**src/rtl/i2c_bit_level_master_core_assert.svh**
```systemverilog
// Assertion macros shared by the I2C bit-level master RTL.
`ifndef I2C_BIT_LEVEL_MASTER_CORE_ASSERT_SVH
`define I2C_BIT_LEVEL_MASTER_CORE_ASSERT_SVH

// Same-cycle implication, checked outside reset.
`define I2CBM_ASSERT_NOW(label, clk, rst_n, ante, cons, msg) \
    label: assert property (@(posedge clk) disable iff (!(rst_n)) (ante) |-> (cons)) \
        else $error(msg);

// Next-cycle implication, checked outside reset.
`define I2CBM_ASSERT_NEXT(label, clk, rst_n, ante, cons, msg) \
    label: assert property (@(posedge clk) disable iff (!(rst_n)) (ante) |=> (cons)) \
        else $error(msg);

`endif

```
**src/rtl/i2cbm_pkg.sv**
```systemverilog
// Types and constants for the I2C bit-level master core.
package i2cbm_pkg;

    // Command codes carried in the input tuser field.
    localparam logic [2:0] ACT_NONE      = 3'd0;
    localparam logic [2:0] ACT_START     = 3'd1;
    localparam logic [2:0] ACT_STOP      = 3'd2;
    localparam logic [2:0] ACT_WRITE     = 3'd3;
    localparam logic [2:0] ACT_READ_ACK  = 3'd4;
    localparam logic [2:0] ACT_READ_NACK = 3'd5;

    // Configuration register indexes.
    localparam logic [1:0] CFG_HALF_PERIOD = 2'd0;
    localparam logic [1:0] CFG_POST_UNITS  = 2'd1;
    localparam logic [1:0] CFG_POLL_LIMIT  = 2'd2;

    // Register reset values.
    localparam logic [15:0] HALF_PERIOD_RST = 16'd50;
    localparam logic [7:0]  POST_UNITS_RST  = 8'd10;
    localparam logic [15:0] POLL_LIMIT_RST  = 16'd499;

    // Bits per transferred byte.
    localparam logic [3:0] BYTE_BITS = 4'd8;

    // Bus sequencer phases, one-hot.
    typedef enum logic [14:0] {
        PH_IDLE       = 15'b000000000000001,
        PH_START_A    = 15'b000000000000010,
        PH_START_B    = 15'b000000000000100,
        PH_STOP       = 15'b000000000001000,
        PH_WR_LOW     = 15'b000000000010000,
        PH_WR_HIGH    = 15'b000000000100000,
        PH_WR_POST    = 15'b000000001000000,
        PH_WR_POLL    = 15'b000000010000000,
        PH_WR_ACK     = 15'b000000100000000,
        PH_RD_LOW     = 15'b000001000000000,
        PH_RD_HIGH    = 15'b000010000000000,
        PH_RD_TAIL    = 15'b000100000000000,
        PH_RD_ACK_LOW = 15'b001000000000000,
        PH_RD_ACK_HI  = 15'b010000000000000,
        PH_RD_NACK    = 15'b100000000000000
    } t_phase;

endpackage

```
**src/rtl/i2c_bit_level_master_core.sv**
```systemverilog
// I2C bit-level bus master: one tick per input transfer, one result per tick.
//
//  Channel   Direction  Payload
//  s_axis    in         tuser: action[2:0]; tdata: send_byte[7:0], sda_sample[8]
//  m_axis    out        tdata: scl, sda, busy, done, received_byte[11:4], ack_missing[12]
//  cfg       in         i_cfg_we, i_cfg_index[1:0], i_cfg_wdata[15:0]
//
// For each tick, the sequencer state and the result register update in the cycle
// the input transfer is accepted.
// The result register decouples the sides; a new tick is accepted whenever the
// result register is empty or its result is taken in the same cycle.
// Reset (i_rst_n low, synchronous) idles the sequencer, releases SCL and SDA high
// and loads the configuration defaults.
`include "i2c_bit_level_master_core_assert.svh"

module i2c_bit_level_master_core
    import i2cbm_pkg::*;
(
    input  logic        i_clk,
    input  logic        i_rst_n,
    // Input ticks
    input  logic        s_axis_tvalid,
    output logic        s_axis_tready,
    input  logic [15:0] s_axis_tdata,   // send_byte[7:0], sda_sample[8], zero fill
    input  logic [2:0]  s_axis_tuser,   // action[2:0]
    // Results
    output logic        m_axis_tvalid,
    input  logic        m_axis_tready,
    output logic [15:0] m_axis_tdata,   // scl[0], sda[1], busy[2], done[3],
                                        // received_byte[11:4], ack_missing[12], zero fill
    // Configuration writes
    input  logic        i_cfg_we,
    input  logic [1:0]  i_cfg_index,
    input  logic [15:0] i_cfg_wdata
);

    // Configuration registers.
    logic [15:0] r_half_period;
    logic [7:0]  r_post_units;
    logic [15:0] r_poll_limit;

    // Sequencer state.
    t_phase      r_phase,  n_phase;
    logic [3:0]  r_bit_cnt, n_bit_cnt;
    logic [15:0] r_delay,  n_delay;
    logic [7:0]  r_units,  n_units;
    logic [7:0]  r_shift,  n_shift;
    logic [15:0] r_poll,   n_poll;
    logic        r_scl,    n_scl;
    logic        r_sda,    n_sda;
    logic        r_nack,   n_nack;
    logic [7:0]  r_rx,     n_rx;
    logic        r_rd_nack, n_rd_nack;

    // Result register.
    logic        r_m_valid;
    logic [15:0] r_m_data;

    logic        in_xfer;
    logic [2:0]  action;
    logic [7:0]  send_byte;
    logic        sda_sample;
    logic [15:0] half_eff;
    logic        done_now;
    logic        wait_end;
    logic [15:0] delay_inc;

    assign action     = s_axis_tuser;
    assign send_byte  = s_axis_tdata[7:0];
    assign sda_sample = s_axis_tdata[8];

    assign s_axis_tready = !r_m_valid || m_axis_tready;
    assign in_xfer       = s_axis_tvalid && s_axis_tready;
    assign m_axis_tvalid = r_m_valid;
    assign m_axis_tdata  = r_m_data;

    // A zero half period acts as one tick.
    assign half_eff  = (r_half_period == 16'd0) ? 16'd1 : r_half_period;
    assign delay_inc = r_delay + 16'd1;

    // Next sequencer state for one tick.
    always_comb begin
        n_phase   = r_phase;
        n_bit_cnt = r_bit_cnt;
        n_delay   = r_delay;
        n_units   = r_units;
        n_shift   = r_shift;
        n_poll    = r_poll;
        n_scl     = r_scl;
        n_sda     = r_sda;
        n_nack    = r_nack;
        n_rx      = r_rx;
        n_rd_nack = r_rd_nack;
        done_now  = 1'b0;
        wait_end  = 1'b0;

        if (r_phase == PH_IDLE) begin
            case (action)
                ACT_START: begin
                    n_sda   = 1'b1;
                    n_scl   = 1'b1;
                    n_phase = PH_START_A;
                    n_delay = 16'd0;
                    n_units = 8'd1;
                end
                ACT_STOP: begin
                    n_sda   = 1'b0;
                    n_scl   = 1'b1;
                    n_phase = PH_STOP;
                    n_delay = 16'd0;
                    n_units = 8'd1;
                end
                ACT_WRITE: begin
                    // Load the byte and put out its first bit at once.
                    n_nack    = 1'b0;
                    n_scl     = 1'b0;
                    n_sda     = send_byte[7];
                    n_shift   = {send_byte[6:0], 1'b0};
                    n_bit_cnt = BYTE_BITS - 4'd1;
                    n_phase   = PH_WR_LOW;
                    n_delay   = 16'd0;
                    n_units   = 8'd1;
                end
                ACT_READ_ACK, ACT_READ_NACK: begin
                    n_rd_nack = (action == ACT_READ_NACK);
                    n_sda     = 1'b1;
                    n_scl     = 1'b0;
                    n_shift   = 8'd0;
                    n_bit_cnt = BYTE_BITS - 4'd1;
                    n_phase   = PH_RD_LOW;
                    n_delay   = 16'd0;
                    n_units   = 8'd1;
                end
                default: begin
                end
            endcase
        end else if (r_phase == PH_WR_POLL) begin
            // A low sample is the acknowledge; high samples count toward the limit.
            if (!sda_sample) begin
                n_phase = PH_WR_ACK;
                n_delay = 16'd0;
                n_units = 8'd1;
            end else begin
                n_poll = r_poll + 16'd1;
                if (n_poll >= r_poll_limit) begin
                    n_nack  = 1'b1;
                    n_phase = PH_WR_ACK;
                    n_delay = 16'd0;
                    n_units = 8'd1;
                end
            end
        end else if (r_units == 8'd0) begin
            wait_end = 1'b1;
        end else begin
            n_delay = delay_inc;
            if (delay_inc >= half_eff) begin
                n_delay = 16'd0;
                n_units = r_units - 8'd1;
                wait_end = (n_units == 8'd0);
            end
        end

        // Step taken when a delay runs out.
        if (wait_end) begin
            case (r_phase)
                PH_START_A: begin
                    n_sda   = 1'b0;
                    n_phase = PH_START_B;
                    n_delay = 16'd0;
                    n_units = 8'd1;
                end
                PH_START_B: begin
                    n_scl    = 1'b0;
                    n_phase  = PH_IDLE;
                    done_now = 1'b1;
                end
                PH_STOP: begin
                    n_sda    = 1'b1;
                    n_phase  = PH_IDLE;
                    done_now = 1'b1;
                end
                PH_WR_LOW: begin
                    n_scl   = 1'b1;
                    n_phase = PH_WR_HIGH;
                    n_delay = 16'd0;
                    n_units = 8'd1;
                end
                PH_WR_HIGH: begin
                    if (r_bit_cnt != 4'd0) begin
                        n_scl     = 1'b0;
                        n_sda     = r_shift[7];
                        n_shift   = {r_shift[6:0], 1'b0};
                        n_bit_cnt = r_bit_cnt - 4'd1;
                        n_phase   = PH_WR_LOW;
                        n_delay   = 16'd0;
                        n_units   = 8'd1;
                    end else begin
                        // Release SDA for the slave; wait or go straight to polling.
                        n_scl = 1'b0;
                        n_sda = 1'b1;
                        if (r_post_units == 8'd0) begin
                            n_scl   = 1'b1;
                            n_poll  = 16'd0;
                            n_phase = PH_WR_POLL;
                        end else begin
                            n_phase = PH_WR_POST;
                            n_delay = 16'd0;
                            n_units = r_post_units;
                        end
                    end
                end
                PH_WR_POST: begin
                    n_scl   = 1'b1;
                    n_poll  = 16'd0;
                    n_phase = PH_WR_POLL;
                end
                PH_WR_ACK: begin
                    n_scl    = 1'b0;
                    n_phase  = PH_IDLE;
                    done_now = 1'b1;
                end
                PH_RD_LOW: begin
                    n_scl   = 1'b1;
                    n_phase = PH_RD_HIGH;
                    n_delay = 16'd0;
                    n_units = 8'd1;
                end
                PH_RD_HIGH: begin
                    // Sample SDA at the end of the high half period.
                    if (r_bit_cnt != 4'd0) begin
                        n_shift   = {r_shift[6:0] | {6'd0, sda_sample}, 1'b0};
                        n_scl     = 1'b0;
                        n_bit_cnt = r_bit_cnt - 4'd1;
                        n_phase   = PH_RD_LOW;
                    end else begin
                        n_shift = r_shift | {7'd0, sda_sample};
                        n_rx    = r_shift | {7'd0, sda_sample};
                        n_scl   = 1'b0;
                        n_phase = PH_RD_TAIL;
                    end
                    n_delay = 16'd0;
                    n_units = 8'd1;
                end
                PH_RD_TAIL: begin
                    if (r_rd_nack) begin
                        n_sda   = 1'b1;
                        n_scl   = 1'b1;
                        n_phase = PH_RD_NACK;
                    end else begin
                        n_sda   = 1'b0;
                        n_phase = PH_RD_ACK_LOW;
                    end
                    n_delay = 16'd0;
                    n_units = 8'd1;
                end
                PH_RD_ACK_LOW: begin
                    n_scl   = 1'b1;
                    n_phase = PH_RD_ACK_HI;
                    n_delay = 16'd0;
                    n_units = 8'd1;
                end
                PH_RD_ACK_HI, PH_RD_NACK: begin
                    n_scl    = 1'b0;
                    n_phase  = PH_IDLE;
                    done_now = 1'b1;
                end
                default: begin
                    n_phase = PH_IDLE;
                end
            endcase
        end
    end

    // Configuration registers.
    always_ff @(posedge i_clk) begin
        if (!i_rst_n) begin
            r_half_period <= HALF_PERIOD_RST;
            r_post_units  <= POST_UNITS_RST;
            r_poll_limit  <= POLL_LIMIT_RST;
        end else if (i_cfg_we) begin
            case (i_cfg_index)
                CFG_HALF_PERIOD: r_half_period <= i_cfg_wdata;
                CFG_POST_UNITS:  r_post_units  <= i_cfg_wdata[7:0];
                CFG_POLL_LIMIT:  r_poll_limit  <= i_cfg_wdata;
                default: begin
                end
            endcase
        end
    end

    // Sequencer state advances once per accepted tick.
    always_ff @(posedge i_clk) begin
        if (!i_rst_n) begin
            r_phase   <= PH_IDLE;
            r_bit_cnt <= 4'd0;
            r_delay   <= 16'd0;
            r_units   <= 8'd0;
            r_shift   <= 8'd0;
            r_poll    <= 16'd0;
            r_scl     <= 1'b1;
            r_sda     <= 1'b1;
            r_nack    <= 1'b0;
            r_rx      <= 8'd0;
            r_rd_nack <= 1'b0;
        end else if (in_xfer) begin
            r_phase   <= n_phase;
            r_bit_cnt <= n_bit_cnt;
            r_delay   <= n_delay;
            r_units   <= n_units;
            r_shift   <= n_shift;
            r_poll    <= n_poll;
            r_scl     <= n_scl;
            r_sda     <= n_sda;
            r_nack    <= n_nack;
            r_rx      <= n_rx;
            r_rd_nack <= n_rd_nack;
        end
    end

    // Result register valid flag.
    always_ff @(posedge i_clk) begin
        if (!i_rst_n) begin
            r_m_valid <= 1'b0;
        end else if (in_xfer) begin
            r_m_valid <= 1'b1;
        end else if (m_axis_tready) begin
            r_m_valid <= 1'b0;
        end
    end

    // Result payload, packed from the lowest bit up.
    always_ff @(posedge i_clk) begin
        if (in_xfer) begin
            r_m_data <= {3'd0, n_nack, n_rx, done_now, (n_phase != PH_IDLE), n_sda, n_scl};
        end
    end

    `I2CBM_ASSERT_NOW(a_no_accept_on_stall, i_clk, i_rst_n,
        r_m_valid && !m_axis_tready, !s_axis_tready,
        "input accepted while a result is stalled")

    `I2CBM_ASSERT_NEXT(a_result_follows_tick, i_clk, i_rst_n,
        in_xfer, r_m_valid,
        "accepted tick did not produce a result")

    `I2CBM_ASSERT_NOW(a_done_not_busy, i_clk, i_rst_n,
        r_m_valid && r_m_data[3], !r_m_data[2],
        "result reports done and busy together")

    `I2CBM_ASSERT_NOW(a_poll_scl_high, i_clk, i_rst_n,
        r_phase == PH_WR_POLL, r_scl && r_sda,
        "SCL or SDA not released while polling for acknowledge")

endmodule
```
**config.mk**
```make
export PLATFORM = sky130hd
export DESIGN_NAME = i2c_bit_level_master_core
export DESIGN_NICKNAME = d
export VERILOG_FILES = /design/src/rtl/i2cbm_pkg.sv /design/src/rtl/i2c_bit_level_master_core.sv
export VERILOG_INCLUDE_DIRS = /design/src /design/src/rtl
export SDC_FILE = /design/constraint.sdc
export NUM_CORES = 1
export LEC_CHECK = 0
export ABC_AREA = 0
export BUFFER_PORTS_ARGS = -buffer_cell sky130_fd_sc_hd__buf_2
export CAP_MARGIN = 20
export CORE_UTILIZATION = 55
export CTS_CLUSTER_SIZE = 28
export DETAILED_ROUTE_END_ITERATION = 6
export PLACE_DENSITY = 0.76
export SLEW_MARGIN = 20
export SYNTH_ARGS = -nofsm -noshare
export SYNTH_HDL_FRONTEND = slang
export SYNTH_SLANG_ARGS = --single-unit
```
**constraint.sdc**
```tcl
create_clock -name i_clk -period 3.9 [get_ports i_clk]
set_clock_uncertainty 0.1 [all_clocks]
set_input_delay 0.78 -clock i_clk [delete_from_list [all_inputs] [get_ports i_clk]]
set_output_delay 0.78 -clock i_clk [all_outputs]
set_load 0.005 [all_outputs]
```
==> results_dict.tcl, run 1 <==
set metrics [dict create \
    grt_pass1_wl_mm 33.9 \
    grt_setup_unrepaired "yes" \
    syn_inst 936 \
    path_max_fanout 6 \
    insertion_delay_ns 0.43 \
    arrival_ns 4.01 \
    drc_errors 0 \
    start_util_pct 56.8 \
    fin_tns_setup_ns -0.0854 \
    synth_edf_count 13 \
    holdCritPathClass "flip-flop to flip-flop" \
    nFillCells 1157 \
    fmax_mhz 254 \
    fin_crit_ns 3.93 \
    grt_remaining_overflow 0 \
    layout.nets 1081 \
    yosysUniqueCellTypes 91 \
    postRouteAntennaNets 0 \
    finalMaxSlewViolations 0 \
    diodes 0 \
    cap_viol_max_count 0 \
    io_pins 60 \
    setup_ws_ns -0.0301 \
    ys_warn_count 0 \
    num_rows 43 \
    synth_seq_cells 133 \
    viasPerCell 6.17 \
    ys_seq_area_share_pct 35.1 \
    critical_path_class "flip-flop to flip-flop" \
    drt_pass1_iterations 6 \
    min_path_cells 2 \
    cts_tree "done" \
    hold_viol_final 0 \
    holdPathEnd "r_poll_limit[15]" \
    layout_commonest_cell "nand2_1" \
    clock_tree.buffer_depth 2 \
    die_h_um 122 \
    core-area_um2 14000 \
    track_usage_pct 29.1 \
    dpl_worst_slack_ns 0.0294 \
    setup_violations 3 \
    final_cells 1195 \
    layout_common_cells "126 x nand2_1, 115 x dfxtp_1, 75 x nor2_1" \
    startpoint_type "flip-flop" \
    cts_hold_buf 0 \
    ctsHtreeMaxLevel 4 \
    clkTransAtPathRegs_ns 0.06 \
    hpwlAfterDp_mm 14.7 \
    fin_area_um2 9430 \
    final_min_period_over_clock_period_pct 101 \
    dieArea_um2 14900 \
    cts_buffers 17 \
    dpl-instance-area_um2 8540 \
    cp-end-kind "flip-flop" \
    seq_area_um2 2800 \
    vdd_drop_max_mv 0.549 \
    multiInputGateArea_um2 5010 \
    drt_first_iter_violations 690 \
    die_x_um 122 \
    grt_pass1_vias 6775 \
    tightest_slew_ns 1.13 \
    num_vias 7372 \
    gp_congestion 0.879 \
    dpl.cell_count 1155 \
    relSlewSlack_pct 24.6 \
    totalPowerFinal_uw 4010 \
    syn_avg_cell_area_um2 8.49 \
    synth_area_um2 7950 \
    cts.sinks 133 \
    wl_mm 21.3 \
    route.detailed.wl_per_inst_um 17.9 \
    worstPathRequired_ns 3.98 \
    r2r-end "m_axis_tdata[4]" \
    drive_gt1_share_pct 21.1 \
    r2r_slack_ns -0.03 \
    power_density_nw_per_um2 425 \
    reg2reg_depth 15 \
    p_leak_uw 0.00394 \
    rr_startpoint "r_delay[2]" \
    status "complete, but fails checks" \
    area_growth_syn_to_layout_pct 18.6 \
    io_buffers 49 \
    antenna_found_initial 0 \
    grt_max_degree 43 \
    min_from "r_poll_limit[15]" \
    violations "setup timing" \
    ctsRootBufferMaster "clkbuf_16" \
    yosys_most_used_dff "dfxtp_1" \
    async_flop_share_pct 0 \
]
==> cell type report <==
type	count	share of cell area, %
clock buffer	21	5.00
clock inverter	11	1.05
inverter	46	1.83
multi-input combinational	710	53.1
sequential	133	29.7
tap	180	2.39
timing repair buffer	94	6.85
==> how the worst max path moves through the flow <==
| stage | from | to | cells past startpoint |
|---|---|---|---|
| floorplan | r_delay[0] | m_axis_tdata[10] | 14 |
| global route | r_delay[2] | m_axis_tdata[4] | 15 |
| CTS | r_delay[1] | m_axis_tdata[7] | 15 |
| global placement | r_delay[0] | r_shift[1] | 16 |
| detailed placement | r_delay[1] | r_shift[1] | 16 |
| finish | r_delay[2] | m_axis_tdata[4] | 15 |
==> per-stage QoR <==
stage | hold slack (ns) | util (%)
after floorplan | 0.336 | -
after global placement | 0.345 | 61.1
after detailed placement | 0.350 | 61.1
after CTS | 0.358 | 65.2
after global routing | 0.377 | 67.4
final | 0.356 | 67.4
==> Yosys cell counts, types with 8 or more instances <==
master	instances	area share, %
buf_4	9	0.85
o21ai_0	21	1.3
clkbuf_1	28	1.3
o211ai_1	20	1.9
nor4_1	14	1.1
nand4_1	17	1.3
ha_1	37	5.8
xor2_1	25	2.8
nor4b_1	8	0.88
a22o_1	19	2.1
nor2_1	80	3.8
nor3_1	13	0.82
and3_1	17	1.3
dfxtp_1	120	30
xnor2_1	16	1.8
mux2i_1	22	2.8
a31oi_1	12	0.94
edfxtp_1	13	4.9
nand3_1	30	1.9
mux2_2	8	1.1
a21oi_1	69	4.3
inv_1	46	2.2
nand2_1	127	6.0
a21o_1	8	0.76
==> flip-flops by register name (all words and copies together), names as in the netlist, 8 cells and up <==
signal	count
r_delay	16
r_half_period	16
r_poll	16
r_poll_limit	16
r_phase	15
m_axis_tdata	13
r_post_units	8
r_rx	8
r_shift	8
r_units	8
==> worst max-delay path: stages (launching register included) <==
cell and delay, ns:
dfxtp_1 0.36, buf_4 0.17, nand3_4 0.09, nor2_4 0.15
nand3_4 0.09, nor2_4 0.11, nand3_2 0.10, xnor2_2 0.17
ha_1 0.35, nand4_1 0.18, or3_4 0.40, o311ai_4 0.32
o31ai_4 0.15, a211oi_4 0.42, clkbuf_16 0.22, mux2_4 0.29
==> where the power goes <==
group	internal [µW]	switching, µW	total, µW
combinational	335	615	951
sequential	1440	59.3	1500
clock	931	626	1560
==> repair_timing <==
item                       4_1_cts  5_1_grt
buffers inserted                 0        7
resized for setup                1       53
cloned                           0        1
pin swaps                        0       22
setup endpoints to repair        1       89
==> logic make-up (layout without fill, tap and decap cells) <==
group                    Yosys count  in the layout  share of synthesized area, %
flip-flops                       133            133                          35.1
adder cells (fa/ha/maj)           37             37                          5.82
AO/OA/AOI/OAI                    240            240                          22.4
XOR/XNOR                          41             41                          4.52
other                              1              3                        0.0472
AND/OR/NAND/NOR                  358            358                          22.9
multiplexers                      31             31                          4.09
buffers and inverters             95            172                          5.04
==> routing by layer <==
| metal | global-route usage, % | vias up | part of all wire (%) |
|---|---|---|---|
| met4 | 10.8 | 0 | 2.1 |
| li1 | - | 3573 | - |
| met1 | 39.0 | 3506 | 44 |
| met5 | 0 | - | 0 |
| met3 | 6.51 | 41 | 6.8 |
| met2 | 45.5 | 252 | 47 |
(Power assumes the default switching activity.)
==> run 2: changes to the inputs <==
CORE_ASPECT_RATIO = 1.4   (was unset)
==> results_dict.tcl, run 2 (same netlist as run 1, synthesis figures left out) <==
set metrics [dict create \
    status "complete, but fails checks" \
    violations "setup timing" \
    drt_first_iter_violations 600 \
    grt_pass1_vias 6951 \
    critical_path_class "flip-flop to flip-flop" \
    grt_max_degree 43 \
    setup_ws_ns -0.0347 \
    area_growth_syn_to_layout_pct 19.0 \
    totalPowerFinal_uw 4110 \
    setup_violations 3 \
    path_max_fanout 4 \
    holdCritPathClass "flip-flop to flip-flop" \
    critPathLaunch "r_delay[1]" \
    cp_common_cell "and3_4" \
    crit_slowest_cell "o311ai_4" \
    startpoint_type "flip-flop" \
    fin_crit_ns 3.93 \
    drive_gt1_share_pct 20.8 \
    ctsRootBufferMaster "clkbuf_16" \
    num_vias 7324 \
    cts_tree "done" \
    core-area_um2 14000 \
    dpl-instance-area_um2 8570 \
    hold_viol_final 0 \
    layout_common_cells "126 x nand2_1, 117 x dfxtp_1, 76 x nor2_1" \
    viasPerCell 6.08 \
    insertion_delay_ns 0.43 \
    utilization_pct 67.4 \
    clkTransAtPathRegs_ns 0.06 \
    num_rows 51 \
    die_x_um 104 \
    drc_errors 0 \
    power_density_nw_per_um2 435 \
    io_pins 60 \
    die_h_um 144 \
    drt_pass1_iterations 5 \
    cpPeakStageDelay_ns 0.42 \
    tightest_slew_ns 1.03 \
    track_usage_pct 28.5 \
    io_buffers 49 \
    finalMaxSlewViolations 0 \
    final_min_period_over_clock_period_pct 101 \
    dieArea_um2 14900 \
    fmax_mhz 254 \
    cts.sinks 133 \
    worstPathRequired_ns 3.98 \
    dpl_worst_slack_ns -0.0241 \
    p_leak_uw 0.00396 \
    cts_buffers 17 \
    relSlewSlack_pct 31.4 \
    start_util_pct 56.6 \
    ctsHtreeMaxLevel 4 \
    layout_commonest_cell "nand2_1" \
    cp_top_family "simple AND/OR/NAND/NOR gates" \
    worst-path-buf-inv 1 \
    vdd_drop_max_mv 0.352 \
    layout.nets 1085 \
    min_from "r_poll_limit[12]" \
    cap_viol_max_count 0 \
    gp_congestion 0.917 \
    route.detailed.wl_per_inst_um 17.5 \
    fin_area_um2 9460 \
    arrival_ns 4.02 \
    clock_tree.buffer_depth 2 \
    hpwlAfterDp_mm 14.7 \
    cp-end-kind "flip-flop" \
    rr_startpoint "r_delay[1]" \
    cts_hold_buf 0 \
    antenna_found_initial 0 \
    diodes 0 \
    cp_cell_sequence "and3_4 > nand3_1 > nor2_2 > and3_4 > nand3_2 > xnor2_2 > ha_1 > nand4_1 > or3_4 > o311ai_4 > o31ai_4 > a211oi_4 > clkbuf_16 > mux2_4" \
    whs_ns 0.358 \
    wl_mm 21.1 \
    postRouteAntennaNets 0 \
    grt_pass1_wl_mm 34.0 \
    grt_setup_unrepaired "yes" \
    grt_remaining_overflow 0 \
]
[run 2: cell types whose count changed in the layout (fill, tap and decap cells not counted), sizes merged]
cell | before | now
buf | 93 | 97
clkbuf | 22 | 19
inv | 48 | 51
bufinv | 1 | 3
clkinv | 7 | 5
[run 2: timing repair]
action | CTS | global route
setup buffers | 0 | 8
gates resized for setup | 2 | 46
hold endpoints to repair | 0 | 0
endpoints found under the setup margin | 13 | 87
pin swaps | 1 | 22
gates cloned | 0 | 1
[run 2: routing by layer]
metal  wire [µm]  track usage [%]
met1        8890             32.5
met2       10600             51.4
met3         968             4.60
met4         679             15.0
met5           0                0
[run 2: through the flow]
stage,TNS [ns],cells
2_1_floorplan,0,938
3_3_place_gp,0,1163
3_5_place_dp,-0.126,1163
4_1_cts,0,1195
5_1_grt,-1.25,1204
6_report,-0.101,1204
[run 2: worst reg2reg max path: stages, from the launching register on]
cell       delay (ns)
dfxtp_4          0.37
and3_4           0.19
nand3_1          0.12
nor2_2           0.14
and3_4           0.20
nand3_2          0.09
xnor2_2          0.17
ha_1             0.30
nand4_1          0.11
or3_4            0.38
o311ai_4         0.42
o31ai_4          0.15
a211oi_4         0.42
clkbuf_16        0.23
mux2_4           0.29
[run 2: worst paths after layout]
path / depth (start not counted) / slack [ns] / endpoint
hold / removal: 2 / 0.36 / r_poll_limit[12]
setup / recovery: 14 / -0.03 / m_axis_tdata[11]
setup reg to reg: 14 / -0.03 / m_axis_tdata[11]
hold reg to reg: 2 / 0.36 / r_poll_limit[12]
[run 2: where the power goes]
part	total, µW	internal (µW)	leakage (µW)	switching (µW)
Combinational	948	336	0.00256	612
Clock	1660	1010	0.000294	649
Sequential	1500	1440	0.00110	58.5
[run 2: layout make-up]
type	count	area, µm²
clock buffer	18	429
sequential	133	2800
fill	1174	4580
tap	185	231
inverter	46	173
timing repair buffer	98	679
multi-input combinational	710	4970
clock inverter	14	173
==> run 3: changes to the inputs <==
CTS_BUF_LIST = sky130_fd_sc_hd__clkbuf_4   (was unset)
==> results_dict.tcl, run 3 (same netlist as run 1, synthesis figures left out) <==
set metrics [dict create \
    diodes 0 \
    holdPathEnd "r_half_period[13]" \
    seq_area_um2 2810 \
    die_x_um 104 \
    ctsHtreeMaxLevel 4 \
    finalMaxSlewViolations 0 \
    antenna_found_initial 0 \
    drc_errors 0 \
    drive_gt1_share_pct 21.1 \
    hpwlAfterDp_mm 14.7 \
    wl_mm 20.8 \
    layout_common_cells "126 x nand2_1, 115 x dfxtp_1, 76 x nor2_1" \
    rr_startpoint "r_delay[1]" \
    dpl_worst_slack_ns -0.0241 \
    grt_remaining_overflow 0 \
    drt_first_iter_violations 597 \
    wl_met2_mm 10.4 \
    whs_ns 0.339 \
    die_h_um 144 \
    hold_viol_final 0 \
    io_pins 60 \
    min_path_cells 3 \
    viasPerCell 6.11 \
    dpl-instance-area_um2 8570 \
    start_util_pct 56.6 \
    final_cells 1204 \
    holdCritPathClass "input port to flip-flop" \
    core-area_um2 14000 \
    totalPowerFinal_uw 3470 \
    vdd_drop_max_mv 0.299 \
    ctsRootBufferMaster "clkbuf_4" \
    setup_ws_ns 0.0468 \
    insertion_delay_ns 0.58 \
    maxUsedRoutingLayer "met4" \
    worstPathRequired_ns 4.14 \
    cts.sinks 133 \
    path_max_fanout 4 \
    clkTransAtPathRegs_ns 0.12 \
    fin_area_um2 9170 \
    cap_viol_max_count 0 \
    min_from "i_cfg_wdata[13]" \
    clock_tree.buffer_depth 2 \
    r2r_slack_ns 0.05 \
    route.detailed.wl_per_inst_um 17.3 \
    num_vias 7361 \
    grt_max_degree 43 \
    num_rows 51 \
    setup_violations 0 \
    multiInputGateArea_um2 4970 \
    drt_pass1_iterations 6 \
    dpl.cell_count 1163 \
    arrival_ns 4.10 \
    cp-end-kind "flip-flop" \
    layout_commonest_cell "nand2_1" \
    postRouteAntennaNets 0 \
    cts_tree "done" \
    critical_path_class "flip-flop to flip-flop" \
    fin_crit_ns 3.85 \
    relSlewSlack_pct 30.2 \
    reg2reg_depth 15 \
    startpoint_type "flip-flop" \
    dieArea_um2 14900 \
    grt_pass1_wl_mm 33.5 \
    grt_setup_unrepaired "yes" \
    power_density_nw_per_um2 379 \
    m1WireLength_mm 8.76 \
    fmax_mhz 260 \
    area_growth_syn_to_layout_pct 15.4 \
    p_leak_uw 0.00383 \
    grt_pass1_vias 6924 \
    r2r-end "m_axis_tdata[10]" \
    io_buffers 49 \
    gp_congestion 0.917 \
    wl_met3_um 998 \
    status "finished clean" \
    layout.nets 1085 \
    track_usage_pct 28.0 \
    cts_buffers 17 \
    nFillCells 1234 \
    final_min_period_over_clock_period_pct 98.8 \
    tightest_slew_ns 1.04 \
]
-- run 3: changes by cell type in the layout (fill, tap and decap cells not counted), moves of 2 or more --
cell       delta
clkbuf_16    -17
clkbuf_4     +18
dfxtp_1       -2
dfxtp_2       +2
-- run 3: area by class of cell --
cell class,instances,area share [%]
clock buffer,18,1.47
tap,185,2.52
timing repair buffer,98,7.45
clock inverter,14,1.88
inverter,46,1.88
multi-input combinational,710,54.2
sequential,133,30.6
-- run 3: what timing repair did --
action	CTS	global route
setup buffers	0	8
endpoints found under the setup margin	15	68
gates cloned	0	1
resized for setup	1	49
pin swaps	1	19
hold buffers	0	0
-- run 3: per-layer routing --
layer | global-route usage (%) | vias to the layer above
met5 | 0 | -
met4 | 12.7 | 0
met1 | 32.1 | 3465
met2 | 51.0 | 261
li1 | - | 3577
met3 | 4.82 | 58
-- run 3: critical path, stage by stage, from the launching register on --
cell	delay, ns
dfxtp_4	0.40
and3_4	0.20
nand3_2	0.09
nor2_2	0.13
and3_4	0.20
nand3_2	0.09
xnor2_2	0.17
ha_1	0.29
nand4_1	0.13
or3_4	0.39
o311ai_4	0.42
o31ai_4	0.15
a211oi_4	0.26
buf_6	0.16
clkbuf_16	0.14
mux2_4	0.29
-- run 3: worst max path at each step --
stage                     from                to  cells after the start
floorplan           r_delay[0]  m_axis_tdata[10]                     14
global placement    r_delay[0]        r_shift[1]                     17
detailed placement  r_delay[0]  m_axis_tdata[11]                     15
CTS                 r_delay[1]        r_shift[1]                     17
global route        r_delay[1]   m_axis_tdata[5]                     16
finish              r_delay[1]  m_axis_tdata[10]                     15
-- run 3: per-stage QoR --
step | util [%] | TNS (ns)
floorplan | - | 0
global placement | 61.1 | 0
detailed placement | 61.1 | -0.126
CTS | 63.3 | 0
global route | 65.3 | -0.522
finish | 65.3 | 0
-- run 3: power breakdown --
group	internal (µW)	leakage, µW	switching [µW]	total (µW)
clock	459	0.000166	570	1030
combinational	335	0.00256	608	942
sequential	1440	0.00111	58.7	1500
total	2240	0.00383	1240	3470
